File: config.mk
export PLATFORM = sky130hd
export DESIGN_NAME = binary_to_decimal_ascii
export DESIGN_NICKNAME = d
export VERILOG_FILES = /design/src/hdl/b2da_pkg.sv /design/src/hdl/binary_to_decimal_ascii.sv /design/src/hdl/b2da_dp.sv /design/src/hdl/b2da_ctrl.sv
export SDC_FILE = /design/constraint.sdc
export NUM_CORES = 1
export LEC_CHECK = 0
export BUFFER_PORTS_ARGS = -buffer_cell sky130_fd_sc_hd__clkbuf_2
export CORE_MARGIN = 2
export CORE_UTILIZATION = 60
export DETAILED_ROUTE_END_ITERATION = 10
export HOLD_SLACK_MARGIN = 0.12
export PLACE_DENSITY = 0.82
export SYNTH_ARGS = -nofsm -noshare
export SYNTH_HDL_FRONTEND = slang
export SYNTH_SLANG_ARGS = --single-unit
File: constraint.sdc
create_clock -name clk -period 4.2 [get_ports clk]
set_input_delay 0 -clock clk [delete_from_list [all_inputs] [get_ports clk]]
set_output_delay 0 -clock clk [all_outputs]
set_load 0.03 [all_outputs]
File: src/hdl/b2da_pkg.sv
// ----------------------------------------------------------------------------
// b2da_pkg: shared types and constants
// Widths and the command/status structs between the controller and datapath.
// ----------------------------------------------------------------------------
package b2da_pkg;

	localparam int VALUE_W  = 32;
	localparam int DIGITS   = 10;
	localparam int BCD_W    = 4 * DIGITS;
	localparam int CHAR_W   = 6;
	localparam int CNT_W    = 4;
	localparam int BITCNT_W = 5;

	localparam logic [CNT_W-1:0]  DIGITS_CNT = CNT_W'(DIGITS);
	localparam logic [CHAR_W-1:0] ASCII_ZERO = 6'd48;

	typedef struct packed {
		logic load;   // take a new value, clear the BCD word
		logic shift;  // one double-dabble step
		logic skip;   // drop a leading zero digit
		logic pop;    // drop the digit just delivered
	} b2da_cmd_t;

	typedef struct packed {
		logic top_zero; // leading digit is zero
		logic cnt_one;  // one digit left
	} b2da_sts_t;

endpackage

File: src/hdl/binary_to_decimal_ascii.sv
// ----------------------------------------------------------------------------
// binary_to_decimal_ascii: 32-bit binary to decimal ASCII converter
// Prints an unsigned value as ASCII digits, most significant first, no
// leading zeros, with the final digit of each number marked.
// ----------------------------------------------------------------------------
//  channel | signals                    | direction | handshake
//  input   | value[31:0]                | in        | in_valid / in_stall
//  output  | digit_char[5:0], last      | out       | out_valid / out_stall
//
// An item passes through acceptance (load), one double-dabble shift step per
// value bit in the serial register, the trim (one step per leading zero dropped
// plus one to reach delivery) and one delivery step per digit. A digit waits
// while out_stall is high. One item is in work at a time; in_stall is high
// from the cycle after acceptance until its last digit is taken.
// Reset is asynchronous and clears the controller only.
// ----------------------------------------------------------------------------
module binary_to_decimal_ascii import b2da_pkg::*; (
	input  logic                clk,
	input  logic                arst_n,
	input  logic                in_valid,
	output logic                in_stall,
	input  logic [VALUE_W-1:0]  value,
	output logic                out_valid,
	input  logic                out_stall,
	output logic [CHAR_W-1:0]   digit_char,
	output logic                last
);

	b2da_cmd_t cmd;
	b2da_sts_t sts;

	b2da_ctrl u_ctrl (
		.clk       (clk),
		.arst_n    (arst_n),
		.in_valid  (in_valid),
		.in_stall  (in_stall),
		.out_valid (out_valid),
		.out_stall (out_stall),
		.sts       (sts),
		.cmd       (cmd)
	);

	b2da_dp u_dp (
		.clk        (clk),
		.value      (value),
		.cmd        (cmd),
		.sts        (sts),
		.digit_char (digit_char),
		.last       (last)
	);

	a_digit_range: assert property (@(posedge clk) disable iff (!arst_n)
		out_valid |-> (digit_char >= 6'd48 && digit_char <= 6'd57))
		else $error("digit out of range");

	a_one_item: assert property (@(posedge clk) disable iff (!arst_n)
		out_valid |-> in_stall)
		else $error("input open while digits pending");

	a_accept_quiet: assert property (@(posedge clk) disable iff (!arst_n)
		(in_valid && !in_stall) |=> !out_valid)
		else $error("result right after accept");

	a_last_ends: assert property (@(posedge clk) disable iff (!arst_n)
		(out_valid && !out_stall && last) |=> (!out_valid && !in_stall))
		else $error("block not idle after last digit");

endmodule

File: src/hdl/b2da_dp.sv
// ----------------------------------------------------------------------------
// b2da_dp: conversion datapath
// Serial double-dabble shifter, digit counter and output digit selection.
// ----------------------------------------------------------------------------
module b2da_dp import b2da_pkg::*; (
	input  logic                clk,
	input  logic [VALUE_W-1:0]  value,
	input  b2da_cmd_t           cmd,
	output b2da_sts_t           sts,
	output logic [CHAR_W-1:0]   digit_char,
	output logic                last
);

	logic [VALUE_W-1:0] bin_q;
	logic [BCD_W-1:0]   bcd_q;
	logic [CNT_W-1:0]   cnt_q;
	logic [BCD_W-1:0]   bcd_adj;

	// add three to every digit of five or more before the shift
	always_comb begin
		for (int i = 0; i < DIGITS; i++) begin
			if (bcd_q[4*i +: 4] >= 4'd5) begin
				bcd_adj[4*i +: 4] = bcd_q[4*i +: 4] + 4'd3;
			end else begin
				bcd_adj[4*i +: 4] = bcd_q[4*i +: 4];
			end
		end
	end

	always_ff @(posedge clk) begin
		if (cmd.load) begin
			bin_q <= value;
			bcd_q <= '0;
			cnt_q <= DIGITS_CNT;
		end else if (cmd.shift) begin
			bin_q <= {bin_q[VALUE_W-2:0], 1'b0};
			bcd_q <= {bcd_adj[BCD_W-2:0], bin_q[VALUE_W-1]};
		end else if (cmd.skip || cmd.pop) begin
			bcd_q <= {bcd_q[BCD_W-5:0], 4'd0};
			cnt_q <= cnt_q - 4'd1;
		end
	end

	assign sts.top_zero = (bcd_q[BCD_W-1 -: 4] == 4'd0);
	assign sts.cnt_one  = (cnt_q == 4'd1);

	assign digit_char = ASCII_ZERO | {2'b00, bcd_q[BCD_W-1 -: 4]};
	assign last       = sts.cnt_one;

endmodule

File: src/hdl/b2da_ctrl.sv
// ----------------------------------------------------------------------------
// b2da_ctrl: sequencing controller
// Steps through load, the shift loop, leading-zero trim and digit delivery.
// ----------------------------------------------------------------------------
module b2da_ctrl import b2da_pkg::*; (
	input  logic       clk,
	input  logic       arst_n,
	input  logic       in_valid,
	output logic       in_stall,
	output logic       out_valid,
	input  logic       out_stall,
	input  b2da_sts_t  sts,
	output b2da_cmd_t  cmd
);

	localparam logic [1:0] ST_IDLE = 2'd0;
	localparam logic [1:0] ST_CONV = 2'd1;
	localparam logic [1:0] ST_TRIM = 2'd2;
	localparam logic [1:0] ST_EMIT = 2'd3;

	logic [1:0]          state_q;
	logic [BITCNT_W-1:0] bit_q;

	assign in_stall  = (state_q != ST_IDLE);
	assign out_valid = (state_q == ST_EMIT);

	always_comb begin
		cmd       = '0;
		cmd.load  = (state_q == ST_IDLE) && in_valid;
		cmd.shift = (state_q == ST_CONV);
		cmd.skip  = (state_q == ST_TRIM) && sts.top_zero && !sts.cnt_one;
		cmd.pop   = (state_q == ST_EMIT) && !out_stall;
	end

	always_ff @(posedge clk or negedge arst_n) begin
		if (!arst_n) begin
			state_q <= ST_IDLE;
			bit_q   <= '0;
		end else begin
			case (state_q)
				ST_IDLE: begin
					bit_q <= '0;
					if (in_valid) state_q <= ST_CONV;
				end
				ST_CONV: begin
					bit_q <= bit_q + 1'b1;
					if (bit_q == {BITCNT_W{1'b1}}) state_q <= ST_TRIM;
				end
				ST_TRIM: begin
					if (!cmd.skip) state_q <= ST_EMIT;
				end
				ST_EMIT: begin
					// hold until the final digit is taken
					if (cmd.pop && sts.cnt_one) state_q <= ST_IDLE;
				end
				default: state_q <= ST_IDLE;
			endcase
		end
	end

endmodule
Word-level counts from Yosys, hierarchy flattened
Index checks and enable logic that the tools add are counted.
- register bits: 83
- input bits: 36
- output and inout port bits: 9
- word-level logic and storage cells: 73
- $add $sub $neg: 12
- $lt $le $gt $ge: 10
- equal/unequal tests: 9
- mux-type cells: 20
- bitwise logic cells: 1
- reductions and logical operators: 16
- operator list (cell ; number):
    $mux W40 ; 2
    $mux W32 ; 2
    $ge A4 B3 Y1 const B ; 10
    $add A4 B2 Y4 const B ; 9
    $mux W4 ; 9
    $pmux W5 S2 ; 1
    $mux W2 ; 4
    $pmux W2 S4 ; 1
    $reduce_bool A2 Y1 ; 4
    $add A5 B1 Y5 const B ; 1
    $eq A5 B5 Y1 const B ; 1
    $logic_and A1 B1 Y1 ; 5
    $eq A2 B2 Y1 const B ; 2
    $eq A4 B1 Y1 const B ; 1
    $logic_not A4 Y1 ; 1
    $ne A2 B1 Y1 const B ; 2
    $ne A2 B2 Y1 const B ; 2
    $reduce_and A4 Y1 ; 1
    $sub A4 B1 Y4 const B ; 1
    $add A3 B2 Y3 const B ; 1
    $mux W3 ; 1
    $eq A2 B1 Y1 const B ; 1
    $logic_not A1 Y1 ; 2
    $logic_not A2 Y1 ; 1
    other kinds (3) ; 3

Longest topological paths before layout
Gate-level depths: netlist (run 1).
- word-level depth: 6
- depth in mapped cells: 9
- mapped depth without buffers: 6

Hierarchy
A second synthesis (run 1) with hierarchy kept.
- cells, all modules: 450
- area, all modules: 4742.0 µm²
- by module, submodules not included (module ; times used ; cells an instance ; area each (µm²) ; sequential area each (µm²)):
    b2da_dp ; 1 ; 406 ; 4237.8 ; 1841.8
    b2da_ctrl ; 1 ; 44 ; 504.2 ; 175.2

Worst setup path after synthesis (run 1)
Ideal clock, no wire load.
- kind: reg-to-reg
- start: reg u_ctrl.state_q[1]
- end: reg u_dp.bin_q[0], enable pin
- setup time: 478 ps
- arrival time: 1854 ps
- required time: 3722 ps
- slack: 1869 ps
- cell stages (with the launch flop): 7
- buffers on the path: 2
- period minus slack after synthesis: 2331 ps
- path through: dfrtp_1 inv_1 ha_1 inv_1 clkbuf_1 clkbuf_1 nand2_1
- longest elaborated chain between the ends: 3
- elaborated cells between the ends (all ways): 4
- those cells by class: 1 x eq/ne; 3 x reduce/logical
- ends and longest elaborated chain (item ; line ; text):
    start: declaration ; b2da_ctrl.sv:21 ; logic [1:0] state_q;
    start signal: assignment ; b2da_ctrl.sv:37 ; state_q <= ST_IDLE;
    start signal: assignment ; b2da_ctrl.sv:43 ; if (in_valid) state_q <= ST_CONV;
    start signal: assignment ; b2da_ctrl.sv:47 ; if (bit_q == {BITCNT_W{1'b1}}) state_q <= ST_TRIM;
    $logic_not A2 Y1 ; b2da_ctrl.sv:29 ; cmd.load = (state_q == ST_IDLE) && in_valid;
    $logic_and A1 B1 Y1 ; b2da_ctrl.sv:29 ;
    $reduce_bool A2 Y1 (no source line) * ; -- ;
    end signal: assignment ; b2da_dp.sv:32 ; bin_q <= value;
    end signal: assignment ; b2da_dp.sv:36 ; bin_q <= {bin_q[VALUE_W-2:0], 1'b0};
    end: declaration ; b2da_dp.sv:14 ; logic [VALUE_W-1:0] bin_q;
Every way passes the cells marked *; elsewhere a longest branch is shown, timed or not.
A chain may end at the register's enable or synchronous reset.

Worst setup path in the final report (run 1)
- start: reg u_ctrl.state_q[1]
- end: reg u_dp.bin_q[7], enable pin
The elaborated chain is that of the path after synthesis.

==> impl_results.md, run 1 <==
* Slew Viols, Final at 0
* Startpoint types: flop
* CTS tree: yes
* Hold Path Class: input pin to flop
* Crit Path Category: flop to flop
* Clk sink count at 83
* Ys flop type: dfxtp_1
* Area leader, netlist: edfxtp_1
* DIE AREA at 8585 um^2
* Antenna-violating nets left at 0
* Synth cell count leaders: nand2_1, dfxtp_1, nor3_1, a21oi_1, edfxtp_1
* Worst Setup End Kind: flop
* DR iter-0 viols at 246
* Fill cells at 571
* Final Skew at 0.01123 ns
* First-pass GRT wire length at 17990 um
* R2R Path End: u_dp.bin_q[7]$_DFFE_PP_
* Routed wire length per instance at 15.17 um
* Min-Delay Path Depth at 4
* PD cells at 841.4 nW/um^2
* Area of the multi-input gates at 2425 um^2
* Final total power at 4600 uW
* Initial Util at 0.6134
* Later-pin clock latency in the skew report at 0.36 ns
* Share of cells above drive strength 1 at 0.1412
* Rows at 32
* Seq cells post-synth at 83
* Max-Cap Viols at 0
* Largest net degree at the start of global routing at 47
* Cell count of the worst reg-to-reg path at 6
* Critical R2R Launch: u_ctrl.state_q[1]$_DFFE_PN0P_
* Layout Cells excl Fill at 704
* RePlAce Congestion at 0.8230
* GRT Overall Usage at 0.2605
* Fin Hold WS at 0.2467 ns
* Final Hold Fails at 0
* Peak supply drop at 736.6 uV
* Reg2reg setup slack at 1.44 ns
* Tmin final at 2.763 ns
* Vias at 4075
* Die Ht at 92.66 um
* Worst Path Required at 4.21 ns
* HP Start: in_valid
* Slew @ Worst Pin at 1.171 ns
* Yosys Warn Count at 0
* Most frequent cell after synthesis: nand2_1
* Ys async rst share at 0.08434
* Hold Crit Endpoint: u_ctrl.state_q[0]$_DFFE_PN0P_
* Diode count at 0
* Dpl hpwl at 6262 um
* Sequential fraction of the synthesis area at 0.4277
* Port Buf Inserts at 42
* Antenna violations before repair at 0
* CP Data Arrival Time at 2.77 ns
* Final WL at 10680 um
* Core ar. at 7687 um^2
* Sequential Area at 2017 um^2
* Post-cts resize count at 0
* Clock-pin slew on the worst setup and hold paths at 0.09 ns
* Number of global-route vias before repair at 3934
* Final setup viols at 0
* Leak pwr at 0.002342 uW
* Area contributors post-synth: edfxtp_1, dfxtp_1, nand2_1
* Cell Area, Synth at 4716 um^2
* Die width at 92.66 um
* Vias/cell at 5.788
* Htree depth at 3
* Relative slew slack at 0.2195
* Cells after DPL at 652
* TritonRoute pass-1 iters at 4
* Post-Syn Instances at 538
* Clock buffer depth at 2
* Final period utilization at 0.6579
* Avg Cell Area, Syn at 8.765 um^2
* Total global routing overflow at 0
* Drt drc at 0
* Clk root buf: clkbuf_8
* P&R area growth vs syn at 15.92%
* IO Pins at 45
* TNS Setup at 0 ns
* CTS buffer count at 9
* Status: finished, final reports clean
* EDFF count, synth at 32
* RSZ-0062 raised after global routing: no
* Nets at 662
* Maximum fanout along the worst path at 39
* Synth cell types at 41
* Max Freq at 361.9 MHz
* Synth top area share at 0.2038
==> final cells by class <==
type | count | area share
Tap cell | 102 | 0.02335
Inverter | 28 | 0.01923
Timing Repair Buffer | 84 | 0.1126
Multi-Input combinational cell | 391 | 0.4436
Clock buffer | 9 | 0.02266
Sequential cell | 83 | 0.3690
Clock inverter | 7 | 0.009613
==> cell families (layout without fill, tap and decap cells) <==
kind of cell	after synthesis	in the layout	share of synthesized area
DFF	83	83	0.4277
other	1	2	0.0007952
adders and majority gates	29	29	0.07694
xor gates and xnor gates	12	12	0.02229
muxes	21	21	0.05094
AOI/OAI and AO/OA	90	90	0.1239
buffers and inverters	65	128	0.05970
and+or+nand+nor	237	237	0.2377
==> registers in the layout (all words and copies together), names as in the netlist <==
name / flops
u_ctrl.state_q: 2
u_dp.bcd_q: 40
u_dp.bin_q: 32
u_ctrl.bit_q: 5
u_dp.cnt_q: 4
==> report_power, final <==
| part | switching, uW | total [uW] | internal (uW) |
|---|---|---|---|
| combinational | 1390 | 2390 | 999 |
| sequential | 327 | 1680 | 1360 |
| clock | 309 | 526 | 217 |
==> how the worst max path moves through the flow <==
stage | start | endpoint | slack [ns] | cells past startpoint
finish | u_ctrl.state_q[1]$_DFFE_PN0P_ | u_dp.bin_q[7]$_DFFE_PP_ | 1.44 | 6
global route | u_ctrl.state_q[1]$_DFFE_PN0P_ | u_dp.bin_q[12]$_DFFE_PP_ | 1.30 | 6
CTS | u_ctrl.state_q[0]$_DFFE_PN0P_ | u_dp.bcd_q[29]$_SDFFE_PP0P_ | 1.49 | 7
detailed placement | u_ctrl.state_q[0]$_DFFE_PN0P_ | u_dp.bcd_q[29]$_SDFFE_PP0P_ | 1.51 | 7
global placement | u_ctrl.state_q[1]$_DFFE_PN0P_ | u_dp.bin_q[22]$_DFFE_PP_ | 1.63 | 6
floorplan | u_ctrl.state_q[1]$_DFFE_PN0P_ | u_dp.bin_q[0]$_SDFFCE_PN0P_ | 1.87 | 6
==> what timing repair did <==
action | in CTS | in global routing
buffers inserted | 0 | 0
endpoints found under the hold margin | 40 | 0
hold buffers | 36 | 0
==> critical path: stages (launching register included) <==
cell and delay (ns):
dfrtp_1 0.43, inv_1 0.12, ha_2 0.66, inv_1 0.39
buf_4 0.34, nand2_1 0.09, buf_4 0.38
==> routing by layer <==
layer / global-route usage / vias to the layer above / wire (um)
met2: 0.4580 / 113 / 5444
met5: 0 / - / 0
met1: 0.3230 / 1938 / 4552
met3: 0.03417 / 26 / 385
met4: 0.1078 / 0 / 296
li1: - / 1998 / -
==> metrics by stage <==
step                      area, um^2  setup slack [ns]  utilization
after CTS                       5466             1.487       0.7111
after global placement          4930             1.625       0.6413
final                           5466             1.437       0.7111
after detailed placement        4930             1.515       0.6413
after global routing            5466             1.296       0.7111
after floorplan                 4720             1.869            -
==> layout by cell type (no fill, tap or decap), types with 8 or more instances in the layout <==
cell type,synthesis,final
nand2b_1,11,11
clkbuf_8,0,9
nor2_1,14,14
dfxtp_1,44,44
nand2_1,118,118
xnor2_1,11,11
mux2i_1,9,9
nor3_1,35,35
a211oi_1,15,15
a21oi_1,33,33
ha_1,29,28
mux2_2,8,8
dlygate4sd3_1,0,36
o21ai_0,19,19
clkbuf_2,0,42
edfxtp_1,32,32
a2bb2oi_1,8,8
nor4_1,18,18
nand3_1,14,14
nor3b_1,17,17
inv_1,28,28
(Power assumes the default switching activity.)
==> inputs of run 2 (changes only) <==
Clock period 4.2 ns to 2.6 ns, I/O delays scaled along.
==> run 2 against run 1 <==
  * Clock skew rose by 0.0082 ns
  * Flip-flop and latch count did not move
  * Core utilization is 0.90 points higher
  * Critical path type unchanged
  * Largest cell class unchanged
  * Highest routed layer unchanged
==> impl_results.md, run 2 (same netlist as run 1, synthesis figures left out) <==
* Status: finished, final reports clean
* Hold Path Class: input pin to flop
* Number of flip-flops under the largest register name at 40
* P&R area growth vs syn at 17.38%
* Final WL at 11110 um
* Antenna-violating nets left at 0
* Final Hold Fails at 0
* Largest Register: u_dp.bcd_q
* Fill cells at 535
* CP Data Arrival Time at 2.51 ns
* Diode count at 0
* Post-CTS setup buffers at 0
* Die Ht at 92.66 um
* Clk root buf: clkbuf_8
* Htree depth at 3
* Vias/cell at 5.831
* Antenna violations before repair at 0
* GRT Overall Usage at 0.2722
* Commonest cells after routing, fill and taps aside: nand2_1, dfxtp_1, clkbuf_2, dlygate4sd3_1, nor3_1
* Clock buffer depth at 2
* Final Skew at 0.01943 ns
* Clock-pin slew on the worst setup and hold paths at 0.09 ns
* IO Pins at 45
* Share of cells above drive strength 1 at 0.1469
* Dpl hpwl at 6428 um
* Tmin final at 2.235 ns
* Initial Util at 0.6134
* Clk sink count at 83
* Post-Route Utilization at 0.7201
* Total global routing overflow at 0
* Final period utilization at 0.8598
* CTS tree: yes
* Peak supply drop at 955.4 uV
* Die width at 92.66 um
* Core ar. at 7687 um^2
* TNS Setup at 0 ns
* Port Buf Inserts at 42
* Routed wire length per instance at 15.69 um
* Worst Setup End Kind: flop
* Crit Path Category: flop to flop
* Leak pwr at 0.002375 uW
* Fin Hold WS at 0.2026 ns
* Maximum fanout along the worst path at 21
* RSZ-0062 raised after global routing: no
* Largest regs: u_dp.bcd_q (40), u_dp.bin_q (32), u_ctrl.bit_q (5)
* TritonRoute pass-1 iters at 5
* DIE AREA at 8585 um^2
* Final setup viols at 0
* Number of global-route vias before repair at 4088
* Final total power at 7583 uW
* Leading cell type in the layout, fill and taps excluded: nand2_1
* Largest net degree at the start of global routing at 84
* Max Freq at 447.3 MHz
* CTS buffer count at 9
* Vias at 4128
* First-pass GRT wire length at 18700 um
* Max-Cap Viols at 0
* Slew Viols, Final at 0
* Drt drc at 0
* RePlAce Congestion at 0.8256
* Nets at 666
* PD cells at 1370 nW/um^2
* Worst Path Required at 2.88 ns
* DR iter-0 viols at 385
* Startpoint types: flop
* Later-pin clock latency in the skew report at 0.37 ns
* Rows at 32
-- run 2: cell count changes in the layout (fill, tap and decap cells not counted) --
| cell | previous run | this run |
|---|---|---|
| buf_12 | 0 | 3 |
| clkinv_1 | 1 | 0 |
| clkinvlp_4 | 3 | 2 |
| inv_6 | 1 | 2 |
| buf_4 | 6 | 7 |
| clkbuf_1 | 0 | 1 |
-- run 2: report_power, final --
| part | internal [uW] | total, uW | switching (uW) |
|---|---|---|---|
| clock network | 358 | 868 | 510 |
| logic | 1700 | 3980 | 2280 |
| registers | 2190 | 2730 | 545 |
| total | 4250 | 7580 | 3340 |
-- run 2: area by class of cell --
type / count / area (um^2) / share of cell area
Multi-Input combinational cell: 391 / 2425 / 0.4381
Sequential cell: 83 / 2017 / 0.3644
Timing Repair Buffer: 88 / 683.2 / 0.1234
Clock buffer: 10 / 127.6 / 0.02306
Tap cell: 102 / 127.6 / 0.02306
Inverter: 28 / 105.1 / 0.01899
Clock inverter: 6 / 50.05 / 0.009042
-- run 2: stage by stage --
step | instances | cell area, um^2 | setup slack, ns
final | 708 | 5535 | 0.3646
after global routing | 708 | 5535 | 0.2369
after CTS | 708 | 5535 | 0.3688
after detailed placement | 656 | 4997 | 0.4117
after global placement | 656 | 4997 | 0.4829
after floorplan | 539 | 4720 | 0.2688
-- run 2: metal layers --
layer | track usage | vias up | part of all wire
li1 | - | 2000 | -
met1 | 0.3388 | 1958 | 0.42
met2 | 0.4623 | 133 | 0.50
met3 | 0.03580 | 37 | 0.042
met4 | 0.1434 | 0 | 0.036
met5 | 0 | - | 0
-- run 2: timing repair --
| action | CTS | global route |
|---|---|---|
| endpoints found under the hold margin | 40 | 0 |
| hold buffers | 36 | 0 |
| gates resized for setup | 0 | 0 |
-- run 2: critical path, cell delays in order, from the launching register on --
cell and delay [ns]:
dfrtp_1 0.41, inv_1 0.11, ha_1 0.18, and4bb_2 0.31
a21o_1 0.42, buf_12 0.23, mux2_4 0.31, a211oi_2 0.18
-- run 2: path summary, 6_finish.rpt --
check / start / endpoint / slack (ns) / cells after the start
max: u_ctrl.state_q[0]$_DFFE_PN0P_ / u_dp.bcd_q[21]$_SDFFE_PP0P_ / 0.36 / 7
max in group asynchronous: arst_n / u_ctrl.bit_q[3]$_DFFE_PN0P_ / 1.74 / 3
max reg2reg: u_ctrl.state_q[0]$_DFFE_PN0P_ / u_dp.bcd_q[21]$_SDFFE_PP0P_ / 0.36 / 7
min in group asynchronous: arst_n / u_ctrl.state_q[1]$_DFFE_PN0P_ / 0.61 / 3
min reg2reg: u_dp.bin_q[1]$_DFFE_PP_ / u_dp.bin_q[2]$_DFFE_PP_ / 0.51 / 2
min: in_valid / u_ctrl.state_q[0]$_DFFE_PN0P_ / 0.20 / 4
==> inputs of run 3 (changes only) <==
Settings changed: CTS_CLUSTER_SIZE set to 8, PLACE_DENSITY 0.82 to 0.89, SETUP_SLACK_MARGIN set to 0.3.
==> run 3 against run 2 <==
  * Via count is 8.1% higher
  * Clock power is 4.3% higher
  * Total power is 3.3% higher
  * Critical path depth stayed put
  * Hold slack better by 0.10 ns
  * Flip-flop and latch count stayed put
  * Clock skew is 0.0068 ns lower
  * Sequential share of layout area hardly changed
  * Sequential power is 2% higher
  * Critical path type unchanged
==> impl_results.md, run 3 (same netlist as run 1, synthesis figures left out) <==
* Later-pin clock latency in the skew report at 0.37 ns
* First-pass GRT wire length at 20800 um
* Crit Path Category: flop to flop
* Number of global-route vias before repair at 4356
* Final Skew at 0.01268 ns
* Share of cells above drive strength 1 at 0.1532
* Final setup viols at 0
* Final Hold Fails at 0
* Post-CTS setup buffers at 0
* Htree depth at 3
* Status: finished, final reports clean
* Fill cells at 484
* Max-Cap Viols at 0
* Drt drc at 0
* PD cells at 1416 nW/um^2
* Slew Viols, Final at 0
* Largest Register: u_dp.bcd_q
* Dpl hpwl at 6964 um
* Core ar. at 7687 um^2
* Worst Setup End Kind: flop
* Antenna violations before repair at 0
* Slowest Stage Delay on Critical Path at 0.42 ns
* Worst-path cell chain: inv_1, ha_1, and4bb_2, a21o_1, buf_8, mux2_4, a211oi_2
* Number of flip-flops under the largest register name at 40
* P&R area growth vs syn at 17.27%
* CP Data Arrival Time at 2.53 ns
* Buf/Inv on CP at 2
* Relative slew slack at 0.4787
* Initial Util at 0.6134
* Nets at 667
* Place WS at 0.4626 ns
* Tmin final at 2.236 ns
* Largest net degree at the start of global routing at 42
* Slew @ Worst Pin at 0.7792 ns
* Final worst-path setup slack at 0.3638 ns
* Antenna-violating nets left at 0
* Leading cell type in the layout, fill and taps excluded: nand2_1
* Total global routing overflow at 0
* Area of the multi-input gates at 2437 um^2
* Final period utilization at 0.8601
* Die width at 92.66 um
* Clock buffer depth at 2
* Worst Path Required at 2.89 ns
* DIE AREA at 8585 um^2
* CTS tree: yes
* Vias/cell at 6.293
* Clk sink count at 83
* Vias at 4462
* Slowest CP cell: dfrtp_1
* Sequential Area at 2017 um^2
* Top delay family on crit path: compound AO/OA/AOI/OAI gates
* DR iter-0 viols at 514
* Routed wire length per instance at 18.20 um
* CTS buffer count at 9
* Largest regs: u_dp.bcd_q (40), u_dp.bin_q (32), u_ctrl.bit_q (5)
* Startpoint types: flop
* TNS Setup at 0 ns
* Final total power at 7832 uW
* Port Buf Inserts at 42
* Hold Path Class: input pin to flop
* RePlAce Congestion at 0.8122
* GRT Overall Usage at 0.3073
* Die Ht at 92.66 um
* Maximum fanout along the worst path at 24
* Clock-pin slew on the worst setup and hold paths at 0.09 ns
* RSZ-0062 raised after global routing: yes
* Diode count at 0
* Leak pwr at 0.002383 uW
* Final WL at 12910 um
* Max Freq at 447.2 MHz
* TritonRoute pass-1 iters at 5
* IO Pins at 45
* Rows at 32
* Peak supply drop at 1257 uV
* Commonest cells after routing, fill and taps aside: nand2_1, dfxtp_1, clkbuf_2, dlygate4sd3_1, nor3_1
* Clk root buf: clkbuf_8
==> run 3: final timing paths <==
check,startpoint,cells past startpoint,slack (ns),endpoint
worst min register to register,u_dp.bcd_q[3]$_SDFFE_PP0P_,2,0.53,u_dp.bcd_q[7]$_SDFFE_PP0P_
worst max-delay path,u_ctrl.state_q[0]$_DFFE_PN0P_,7,0.36,u_dp.bcd_q[17]$_SDFFE_PP0P_
max in group asynchronous,arst_n,3,1.75,u_ctrl.bit_q[2]$_DFFE_PN0P_
worst max register to register,u_ctrl.state_q[0]$_DFFE_PN0P_,7,0.36,u_dp.bcd_q[17]$_SDFFE_PP0P_
min in group asynchronous,arst_n,3,0.60,u_ctrl.bit_q[1]$_DFFE_PN0P_
worst min-delay path,in_valid,4,0.31,u_ctrl.state_q[0]$_DFFE_PN0P_
==> run 3: through the flow <==
step / utilization / instance area, um^2 / hold slack [ns] / std cells
CTS: 0.7171 / 5513 / 0.2311 / 709
floorplan: - / 4722 / -0.2956 / 539
finish: 0.7194 / 5530 / 0.3075 / 709
detailed placement: 0.6465 / 4970 / -0.1552 / 657
global route: 0.7194 / 5530 / 0.3210 / 709
global placement: 0.6465 / 4970 / -0.1588 / 657
==> run 3: power breakdown <==
part	switching (uW)	total [uW]	internal, uW
Combinational	2460	4140	1680
Clock	541	905	364
Sequential	589	2790	2200
Total	3590	7830	4240
==> run 3: routing by layer <==
layer	up-vias	track usage	wire length, um
met2	321	0.5462	6544
met5	-	0	0
met3	72	0.04068	1013
li1	1998	-	-
met4	0	0.1642	679
met1	2071	0.3601	4668
==> run 3: worst register-to-register path: cells and delay by family (launching register included) <==
kind / cells / cell delay [ns]
compound gates: 2 / 0.47
simple gates: 1 / 0.35
flops: 1 / 0.42
fa+ha+maj: 1 / 0.22
buf+inv: 2 / 0.37
mux: 1 / 0.33
==> run 3: timing repair <==
action | in CTS | in global routing
hold endpoints to repair | 40 | 0
gates resized for setup | 0 | 4
hold buffers | 36 | 0
endpoints found under the setup margin | 0 | 7
==> run 3: final cells by class <==
cell class                 instances  share of cell area
multi-input combinational        391              0.4407
clock buffer                       9             0.02240
timing repair buffer              89              0.1195
tap                              102             0.02308
inverter                          28             0.01900
clock inverter                     7             0.01063
sequential                        83              0.3647
